--- src/hdl/pfc_pkg.sv ---
// ----------------------------------------------------------------------------
// pfc_pkg
// Shared types and constants of the pixel format converter.
// ----------------------------------------------------------------------------
package pfc_pkg;

  localparam int WORD_BITS      = 16;
  localparam int SUM_BITS       = WORD_BITS + 2;
  localparam int CFG_INDEX_BITS = 3;
  localparam int CFG_DATA_BITS  = 16;
  localparam int PACK_BITS      = 8;

  // register indexes
  localparam logic [CFG_INDEX_BITS-1:0] CFG_SOURCE_FORMAT = 3'd0;
  localparam logic [CFG_INDEX_BITS-1:0] CFG_DEST_FORMAT   = 3'd1;
  localparam logic [CFG_INDEX_BITS-1:0] CFG_SOURCE_MAX    = 3'd2;
  localparam logic [CFG_INDEX_BITS-1:0] CFG_DEST_MAX      = 3'd3;
  localparam logic [CFG_INDEX_BITS-1:0] CFG_ROW_WIDTH     = 3'd4;
  localparam logic [CFG_INDEX_BITS-1:0] CFG_IMAGE_HEIGHT  = 3'd5;

  // source kinds
  localparam logic [1:0] SRC_BITMAP = 2'd0;
  localparam logic [1:0] SRC_GRAY   = 2'd1;
  localparam logic [1:0] SRC_RGB    = 2'd2;
  localparam logic [1:0] SRC_PACKED = 2'd3;

  // destination kinds
  localparam logic [1:0] DST_BITMAP = 2'd0;
  localparam logic [1:0] DST_PACKED = 2'd1;
  localparam logic [1:0] DST_GRAY   = 2'd2;
  localparam logic [1:0] DST_RGB    = 2'd3;

  localparam int GRAY_THRESHOLD = 128;
  localparam int RGB_THRESHOLD  = 128 * 3;
  localparam logic [PACK_BITS-1:0] PACK_TOP = 8'h80;

  // divide by 3 as multiply by reciprocal, exact for sums below 2**19
  localparam int RECIP_SHIFT = 20;
  localparam int RECIP_BITS  = 19;
  localparam logic [RECIP_BITS-1:0] RECIP_THIRD = 19'd349526;

  localparam int QUEUE_DEPTH = 4;
  localparam int QUEUE_PTR_BITS = $clog2(QUEUE_DEPTH);

  typedef struct packed {
    logic [WORD_BITS-1:0] sample_first;
    logic [WORD_BITS-1:0] sample_second;
    logic [WORD_BITS-1:0] sample_third;
  } pfc_pixel_t;

  typedef struct packed {
    logic [WORD_BITS-1:0] out_first;
    logic [WORD_BITS-1:0] out_second;
    logic [WORD_BITS-1:0] out_third;
    logic                 row_end;
    logic                 image_end;
    logic                 error_flag;
  } pfc_result_t;

  typedef struct packed {
    logic [WORD_BITS-1:0] first;
    logic [WORD_BITS-1:0] second;
    logic [WORD_BITS-1:0] third;
    logic [SUM_BITS-1:0]  sum;
    logic                 average;
    logic                 row_end;
    logic                 image_end;
    logic                 error_flag;
  } pfc_entry_t;

endpackage

--- src/hdl/pfc_front.sv ---
// ----------------------------------------------------------------------------
// pfc_front
// Holds the configuration and position counters, classifies each pixel,
// assembles packed bitmap bytes and queues one entry per result.
// ----------------------------------------------------------------------------
module pfc_front #(
  parameter int SAMPLE_BITS = 16,
  parameter int DIM_BITS    = 16
) (
  input  logic                                 clk,
  input  logic                                 rst,
  input  logic                                 cfg_write,
  input  logic [pfc_pkg::CFG_INDEX_BITS-1:0]   cfg_index,
  input  logic [pfc_pkg::CFG_DATA_BITS-1:0]    cfg_data,
  input  logic                                 take,
  input  pfc_pkg::pfc_pixel_t                  pixel,
  output logic                                 push,
  output pfc_pkg::pfc_entry_t                  entry
);
  import pfc_pkg::*;

  logic [1:0]             source_format;
  logic [1:0]             dest_format;
  logic [SAMPLE_BITS-1:0] source_max;
  logic [SAMPLE_BITS-1:0] dest_max;
  logic [DIM_BITS-1:0]    row_width;
  logic [DIM_BITS-1:0]    image_height;

  logic [DIM_BITS-1:0]    column_count;
  logic [DIM_BITS-1:0]    row_count;
  logic [PACK_BITS-1:0]   packed_bits;
  logic [PACK_BITS-1:0]   packed_bits_next;

  logic [SAMPLE_BITS-1:0] a, b, c, expand;
  logic [SAMPLE_BITS+1:0] sum, rgb_half;
  logic [DIM_BITS:0]      col_inc, row_inc;
  logic                   last_col, last_row, bit0, set, emit, src_err;

  always_ff @(posedge clk) begin
    if (rst) begin
      source_format <= SRC_GRAY;
      dest_format   <= DST_PACKED;
      source_max    <= SAMPLE_BITS'(255);
      dest_max      <= SAMPLE_BITS'(255);
      row_width     <= DIM_BITS'(1);
      image_height  <= DIM_BITS'(1);
    end else if (cfg_write) begin
      case (cfg_index)
        CFG_SOURCE_FORMAT: source_format <= cfg_data[1:0];
        CFG_DEST_FORMAT:   dest_format   <= cfg_data[1:0];
        CFG_SOURCE_MAX:    source_max    <= cfg_data[SAMPLE_BITS-1:0];
        CFG_DEST_MAX:      dest_max      <= cfg_data[SAMPLE_BITS-1:0];
        CFG_ROW_WIDTH:     row_width     <= cfg_data[DIM_BITS-1:0];
        CFG_IMAGE_HEIGHT:  image_height  <= cfg_data[DIM_BITS-1:0];
        default: ;
      endcase
    end
  end

  assign a        = pixel.sample_first[SAMPLE_BITS-1:0];
  assign b        = pixel.sample_second[SAMPLE_BITS-1:0];
  assign c        = pixel.sample_third[SAMPLE_BITS-1:0];
  assign bit0     = a[0];
  assign sum      = (SAMPLE_BITS+2)'(a) + (SAMPLE_BITS+2)'(b) + (SAMPLE_BITS+2)'(c);
  assign rgb_half = ((SAMPLE_BITS+2)'(source_max) + {1'b0, source_max, 1'b0}) >> 1;
  assign expand   = bit0 ? '0 : dest_max;
  assign src_err  = (source_format == SRC_PACKED);

  assign col_inc  = {1'b0, column_count} + (DIM_BITS+1)'(1);
  assign row_inc  = {1'b0, row_count} + (DIM_BITS+1)'(1);
  assign last_col = col_inc >= {1'b0, row_width};
  assign last_row = row_inc >= {1'b0, image_height};

  always_comb begin
    case (source_format)
      SRC_BITMAP: set = bit0;
      SRC_GRAY:   set = a <= (source_max >> 1);
      default:    set = sum <= rgb_half;
    endcase
    packed_bits_next = packed_bits | (set ? (PACK_TOP >> column_count[2:0]) : '0);
    emit = (dest_format != DST_PACKED) || (column_count[2:0] == 3'd7) || last_col;
  end

  always_comb begin
    entry            = '0;
    entry.sum        = SUM_BITS'(sum);
    entry.row_end    = last_col;
    entry.image_end  = last_col && last_row;
    if (src_err) begin
      entry            = '0;
      entry.error_flag = 1'b1;
    end else begin
      case (dest_format)
        DST_PACKED: entry.first = WORD_BITS'(packed_bits_next);
        DST_BITMAP: begin
          case (source_format)
            SRC_BITMAP: entry.first = WORD_BITS'(bit0);
            SRC_GRAY:   entry.first = WORD_BITS'(a < SAMPLE_BITS'(GRAY_THRESHOLD));
            default:    entry.first = WORD_BITS'(sum < (SAMPLE_BITS+2)'(RGB_THRESHOLD));
          endcase
        end
        DST_GRAY: begin
          case (source_format)
            SRC_BITMAP: entry.first = WORD_BITS'(expand);
            SRC_GRAY:   entry.first = WORD_BITS'(a);
            default:    entry.average = 1'b1;
          endcase
        end
        default: begin
          case (source_format)
            SRC_BITMAP: begin
              entry.first  = WORD_BITS'(expand);
              entry.second = WORD_BITS'(expand);
              entry.third  = WORD_BITS'(expand);
            end
            SRC_GRAY: begin
              entry.first  = WORD_BITS'(a);
              entry.second = WORD_BITS'(a);
              entry.third  = WORD_BITS'(a);
            end
            default: begin
              entry.first  = WORD_BITS'(a);
              entry.second = WORD_BITS'(b);
              entry.third  = WORD_BITS'(c);
            end
          endcase
        end
      endcase
    end
  end

  assign push = take && (src_err || emit);

  always_ff @(posedge clk) begin
    if (rst) begin
      column_count <= '0;
      row_count    <= '0;
      packed_bits  <= '0;
    end else if (take && !src_err) begin
      if (last_col) begin
        column_count <= '0;
        row_count    <= last_row ? '0 : row_inc[DIM_BITS-1:0];
      end else begin
        column_count <= col_inc[DIM_BITS-1:0];
      end
      if (dest_format == DST_PACKED) begin
        packed_bits <= emit ? '0 : packed_bits_next;
      end
    end
  end

endmodule

--- src/hdl/pfc_queue.sv ---
// ----------------------------------------------------------------------------
// pfc_queue
// Small first-in first-out queue of classified entries between the front
// and back parts.
// ----------------------------------------------------------------------------
module pfc_queue (
  input  logic                clk,
  input  logic                rst,
  input  logic                push,
  input  pfc_pkg::pfc_entry_t push_entry,
  input  logic                pop,
  output logic                full,
  output logic                nonempty,
  output pfc_pkg::pfc_entry_t head
);
  import pfc_pkg::*;

  pfc_entry_t                slots [QUEUE_DEPTH];
  logic [QUEUE_PTR_BITS-1:0] wr_ptr;
  logic [QUEUE_PTR_BITS-1:0] rd_ptr;
  logic [QUEUE_PTR_BITS:0]   count;
  logic                      do_push, do_pop;

  assign full     = (count == (QUEUE_PTR_BITS+1)'(QUEUE_DEPTH));
  assign nonempty = (count != '0);
  assign head     = slots[rd_ptr];
  assign do_push  = push && !full;
  assign do_pop   = pop && nonempty;

  always_ff @(posedge clk) begin
    if (do_push) begin
      slots[wr_ptr] <= push_entry;
    end
  end

  always_ff @(posedge clk) begin
    if (rst) begin
      wr_ptr <= '0;
      rd_ptr <= '0;
      count  <= '0;
    end else begin
      if (do_push) begin
        wr_ptr <= wr_ptr + 1'b1;
      end
      if (do_pop) begin
        rd_ptr <= rd_ptr + 1'b1;
      end
      case ({do_push, do_pop})
        2'b10:   count <= count + 1'b1;
        2'b01:   count <= count - 1'b1;
        default: count <= count;
      endcase
    end
  end

endmodule

--- src/hdl/pfc_back.sv ---
// ----------------------------------------------------------------------------
// pfc_back
// Finishes each queued entry (rgb average by reciprocal multiply) and holds
// the result word in the output register until it is taken.
// ----------------------------------------------------------------------------
module pfc_back (
  input  logic                 clk,
  input  logic                 rst,
  input  logic                 nonempty,
  input  pfc_pkg::pfc_entry_t  head,
  output logic                 pop,
  output logic                 result_valid,
  input  logic                 result_stall,
  output pfc_pkg::pfc_result_t result
);
  import pfc_pkg::*;

  logic [SUM_BITS+RECIP_BITS-1:0] product;
  logic [WORD_BITS-1:0]           third_of_sum;
  pfc_result_t                    result_next;

  assign product      = (SUM_BITS+RECIP_BITS)'(head.sum) * (SUM_BITS+RECIP_BITS)'(RECIP_THIRD);
  assign third_of_sum = product[RECIP_SHIFT +: WORD_BITS];
  assign pop          = nonempty && (!result_valid || !result_stall);

  always_comb begin
    result_next.out_first  = head.average ? third_of_sum : head.first;
    result_next.out_second = head.second;
    result_next.out_third  = head.third;
    result_next.row_end    = head.row_end;
    result_next.image_end  = head.image_end;
    result_next.error_flag = head.error_flag;
  end

  always_ff @(posedge clk) begin
    if (rst) begin
      result_valid <= 1'b0;
    end else if (pop) begin
      result_valid <= 1'b1;
    end else if (!result_stall) begin
      result_valid <= 1'b0;
    end
  end

  always_ff @(posedge clk) begin
    if (pop) begin
      result <= result_next;
    end
  end

endmodule

--- src/hdl/pixel_format_converter.sv ---
// ----------------------------------------------------------------------------
// pixel_format_converter
// Converts a raster stream of bitmap, gray or rgb pixels to bitmap, packed
// bitmap, gray or rgb words.
// ----------------------------------------------------------------------------
// Takes one pixel per clock while the input is not stalled and gives at most
// one result word per pixel; a packed bitmap word comes every 8 pixels or at
// row end. A pixel's result is registered first in the four-entry queue
// behind the classifying front, then in the output register of the back
// part. Input stall rises only when that queue is full, so a stalled output
// holds off the input after four more results have been queued.
// ----------------------------------------------------------------------------
module pixel_format_converter #(
  parameter int SAMPLE_BITS = 16,
  parameter int DIM_BITS    = 16
) (
  input  logic                               clk,
  input  logic                               rst,
  input  logic                               cfg_valid,
  output logic                               cfg_ready,
  input  logic [pfc_pkg::CFG_INDEX_BITS-1:0] cfg_index,
  input  logic [pfc_pkg::CFG_DATA_BITS-1:0]  cfg_data,
  input  logic                               pixel_valid,
  output logic                               pixel_stall,
  input  pfc_pkg::pfc_pixel_t                pixel,
  output logic                               result_valid,
  input  logic                               result_stall,
  output pfc_pkg::pfc_result_t               result
);
  import pfc_pkg::*;

  logic       take, push, pop, full, nonempty;
  pfc_entry_t push_entry, head;

  assign cfg_ready   = 1'b1;
  assign pixel_stall = full;
  assign take        = pixel_valid && !pixel_stall;

  pfc_front #(
    .SAMPLE_BITS (SAMPLE_BITS),
    .DIM_BITS    (DIM_BITS)
  ) u_front (
    .clk       (clk),
    .rst       (rst),
    .cfg_write (cfg_valid && cfg_ready),
    .cfg_index (cfg_index),
    .cfg_data  (cfg_data),
    .take      (take),
    .pixel     (pixel),
    .push      (push),
    .entry     (push_entry)
  );

  pfc_queue u_queue (
    .clk        (clk),
    .rst        (rst),
    .push       (push),
    .push_entry (push_entry),
    .pop        (pop),
    .full       (full),
    .nonempty   (nonempty),
    .head       (head)
  );

  pfc_back u_back (
    .clk          (clk),
    .rst          (rst),
    .nonempty     (nonempty),
    .head         (head),
    .pop          (pop),
    .result_valid (result_valid),
    .result_stall (result_stall),
    .result       (result)
  );

endmodule
--- config.mk ---
export PLATFORM = sky130hd
export DESIGN_NAME = pixel_format_converter
export DESIGN_NICKNAME = d
export VERILOG_FILES = /design/src/hdl/pfc_pkg.sv /design/src/hdl/pfc_front.sv /design/src/hdl/pfc_queue.sv /design/src/hdl/pfc_back.sv /design/src/hdl/pixel_format_converter.sv
export SDC_FILE = /design/constraint.sdc
export NUM_CORES = 1
export LEC_CHECK = 0
export BUFFER_PORTS_ARGS = -buffer_cell sky130_fd_sc_hd__buf_2
export CAP_MARGIN = 40
export CORE_UTILIZATION = 25
export CTS_CLUSTER_SIZE = 28
export DETAILED_ROUTE_END_ITERATION = 6
export SLEW_MARGIN = 0
export SYNTH_ARGS = -nofsm -noshare
export SYNTH_HDL_FRONTEND = slang
export SYNTH_SLANG_ARGS = --single-unit
--- constraint.sdc ---
create_clock -name clk -period 15 [get_ports clk]
set_input_delay 0.75 -clock clk [delete_from_list [all_inputs] [get_ports clk]]
set_output_delay 0.75 -clock clk [all_outputs]
set_load 0.01 [all_outputs]
==> impl_metrics.sql <==
INSERT INTO impl_metrics (metric_group, metric, value, unit) VALUES
('synth', 'asyncSetResetFlopFracSynth', '0', '%'),
('worst_setup_path', 'worstSetupStartpointType', 'flip-flop', ''),
('synth', 'average_footprint_of_a_synthesized_cell', '11.65', 'µm²'),
('cells_and_area', 'n_fill_cell', '11030', ''),
('global_routing', 'met3_usage', '2.968', '%'),
('synth', 'dominant_combinational_cell_family_by_area_after_synthesis', 'adder cells', ''),
('worst_setup_path', 'critical_path_arrival', '7660', 'ps'),
('placement', 'gpl.final_weighted_congestion', '0.8925', ''),
('global_routing', 'first_pass_grt_wire_length', '110900', 'µm'),
('die', 'placeableCoreArea', '107800', 'µm²'),
('cells_and_area', 'layout.cells.most_common', 'sky130_fd_sc_hd__edfxtp_1', ''),
('worst_setup_path', 'worst_setup_path_end_kind', 'flip-flop', ''),
('hold_path', 'min_path_type', 'in -> reg', ''),
('synth', 'synth-simple-area-share', '8.862', '%'),
('drt', 'route.vias.total', '18160', ''),
('drt', 'drc', '0', ''),
('cells_and_area', 'instances_no_fill', '3922', ''),
('sta', 'max_freq', '136.1', 'MHz'),
('sta', 'timing_max_transition_violations_final', '0', ''),
('global_routing', 'grt_antenna_before_repair', '18', ''),
('die', 'io_pins', '126', ''),
('cells_and_area', 'multiInputGateArea', '13620', 'µm²'),
('drt', 'iteration_count_of_the_initial_detailed_routing_pass', '5', ''),
('global_routing', 'grt_start_max_net_pins', '63', ''),
('global_routing', 'global_route.usage.met2', '20.62', '%'),
('worst_setup_path', 'r2r_cells', '19', ''),
('drt', 'final_ant_viol_nets', '0', ''),
('clock_network', 'tritoncts', 'built', ''),
('synth', 'post_synth_mux_area_share', '6.603', '%'),
('die', 'chipWidth', '332.8', 'µm'),
('global_routing', 'globalRouteMet1Util', '18.37', '%'),
('global_routing', 'grt-ovfl-total', '0', ''),
('worst_setup_path', 'critical_path.max_fanout', '51', ''),
('clock_network', 'cts-htree-levels', '2', ''),
('placement', 'placed_cells_incl_taps', '3825', ''),
('status', 'outcome', 'finished clean', ''),
('synth', 'syn_area', '27360', 'µm²'),
('placement', 'pre_cts_ws', '7624', 'ps'),
('synth', 'syn_nets', '2812', ''),
('synth', 'synth-warning-count', '0', ''),
('clock_network', 'cts.hold.buffers_added', '0', ''),
('job', 'timing.max_cap.violations', '0', ''),
('clock_network', 'cts.path.max_buffers', '3', ''),
('worst_setup_path', 'worstSetupPathType', 'reg -> reg', ''),
('cells_and_area', 'design.final.nets', '2937', ''),
('sta', 'layout_min_cycle_time', '7347', 'ps'),
('synth', 'yosys.area_share.xor_xnor', '3.064', '%'),
('synth', 'synth-main-ff-cell', 'sky130_fd_sc_hd__edfxtp_1', ''),
('drt', 'totalWireLength', '73480', 'µm'),
('synth', 'synth_compound_area_share', '10.14', '%'),
('sta', 'count_of_endpoints_failing_setup_in_the_final_report', '0', ''),
('synth', 'synth_edf_count', '331', ''),
('sta', 'final_period_util', '48.98', '%'),
('cells_and_area', 'mostFrequentLayoutCells', 'sky130_fd_sc_hd__edfxtp_1 (331), sky130_fd_sc_hd__inv_1 (312), sky130_fd_sc_hd__ha_1 (277)', ''),
('clock_network', 'post_cts.repair.setup_buffers', '0', ''),
('sta', 'timing.final.ws_setup', '7653', 'ps'),
('global_routing', 'grtUsageTotal', '13.14', '%'),
('die', 'floorplan.die_area', '110800', 'µm²'),
('sta', 'worst_pin_slew', '810.8', 'ps'),
('clock_network', 'clk_pin_slew', '60', 'ps'),
('sta', 'grt_setup_unrepaired', 'no', ''),
('clock_network', 'clock_sink_total', '449', ''),
('die', 'initial_core_util', '25.38', '%'),
('drt', 'drt-initial-drc-count', '1374', ''),
('cells_and_area', 'synthToLayoutAreaGrowth', '14.56', '%'),
('die', 'fp-row-count', '120', ''),
('sta', 'worst_slew_margin_rel', '45.37', '%'),
('placement', 'port_buffers', '124', ''),
('synth', 'yosysUniqueCellTypes', '77', ''),
('placement', 'dpl_wire_length', '57640', 'µm'),
('clock_network', 'tritoncts_buffers', '50', '');
==> cells by family after synthesis <==
logic type / count (synthesis)
mux: 91
simple gates: 510
xor+xnor: 94
flops: 449
buf+inv: 387
compound gates: 426
other cells: 1
fa+ha+maj: 391
==> final timing paths <==
kind	from	to
worst max-delay path	flip-flop	u_back.result[50]
worst min-delay path	cfg_data[8]	u_front.image_height[8]
worst max register to register	flip-flop	u_back.result[50]
worst min register to register	u_front.packed_bits[2]	u_front.packed_bits[2]
==> synth_stat cells, drive strengths merged (11+ instances only) <==
cell type | count | area [µm²]
fa | 114 | 2282
a21o | 40 | 300.3
a31oi | 12 | 75.07
clkbuf | 61 | 229.0
a21oi | 168 | 840.8
o21a | 14 | 105.1
a211oi | 11 | 82.58
mux2 | 16 | 180.2
dfxtp | 118 | 2362
xor2 | 40 | 350.3
nor3 | 25 | 135.1
nand3b | 21 | 157.7
a221o | 14 | 140.1
buf | 14 | 63.81
nand4 | 20 | 125.1
and2 | 25 | 156.4
edfxtp | 331 | 9940
a22oi | 14 | 105.1
nor2b | 21 | 131.4
o21ai | 60 | 300.3
ha | 277 | 3466
nor2 | 103 | 386.6
inv | 312 | 1171
mux4 | 70 | 1577
nand3 | 31 | 155.2
nand2 | 202 | 758.2
and3 | 17 | 106.4
xnor2 | 53 | 464.2
nand2b | 11 | 68.82
==> metal layers <==
metal	wire, µm	vias up	part of all wire (%)
li1	-	8641	-
met3	5968	95	8.1
met5	62	-	0.084
met1	33310	8902	45
met2	32710	515	45
met4	1427	10	1.9
==> per-stage QoR <==
stage / hold WS [ps] / cell area (µm²)
floorplan: 423.9 / 27360
global placement: 441.6 / 29610
detailed placement: 440.8 / 29730
CTS: 403.9 / 31340
global route: 428.2 / 31340
finish: 424.3 / 31350
==> critical path, stage by stage, from the launching register on <==
cell and delay [ps]:
sky130_fd_sc_hd__dfxtp_4 550, sky130_fd_sc_hd__buf_4 660, sky130_fd_sc_hd__mux4_2 530, sky130_fd_sc_hd__ha_1 470
sky130_fd_sc_hd__inv_1 90, sky130_fd_sc_hd__fa_1 520, sky130_fd_sc_hd__fa_1 580, sky130_fd_sc_hd__inv_1 70
sky130_fd_sc_hd__fa_1 510, sky130_fd_sc_hd__fa_1 520, sky130_fd_sc_hd__fa_1 500, sky130_fd_sc_hd__ha_1 360
sky130_fd_sc_hd__o21ai_0 100, sky130_fd_sc_hd__a21oi_1 220, sky130_fd_sc_hd__o211ai_1 160, sky130_fd_sc_hd__o211a_1 270
sky130_fd_sc_hd__o311ai_0 510, sky130_fd_sc_hd__a21oi_1 170, sky130_fd_sc_hd__xnor2_1 150, sky130_fd_sc_hd__a21oi_1 80
==> final cells by class <==
type,count,area share (%)
inverters,312,3.736
diodes,4,0.03193
multi-input cells,1513,43.44
well taps,1403,5.600
clock inverters,35,1.010
clock buffers,58,4.123
repair buffers,148,2.786
flip-flops and latches,449,39.27
==> flip-flops by register name, summed over array words and instances (netlist names), named ones only <==
name / cells
u_queue.rd_ptr: 2
u_front.image_height: 16
u_front.source_max: 16
u_front.row_count: 16
u_front.column_count: 16
u_back.result: 51
u_back.result_valid: 1
u_front.dest_format: 2
u_front.row_width: 16
u_front.source_format: 2
u_queue.count: 3
u_queue.slots: 280
u_front.packed_bits: 8
u_queue.wr_ptr: 2
u_front.dest_max: 16
Power is not shown: default switching activity piles up to over one toggle a cycle in this logic, so the estimate is an artifact.
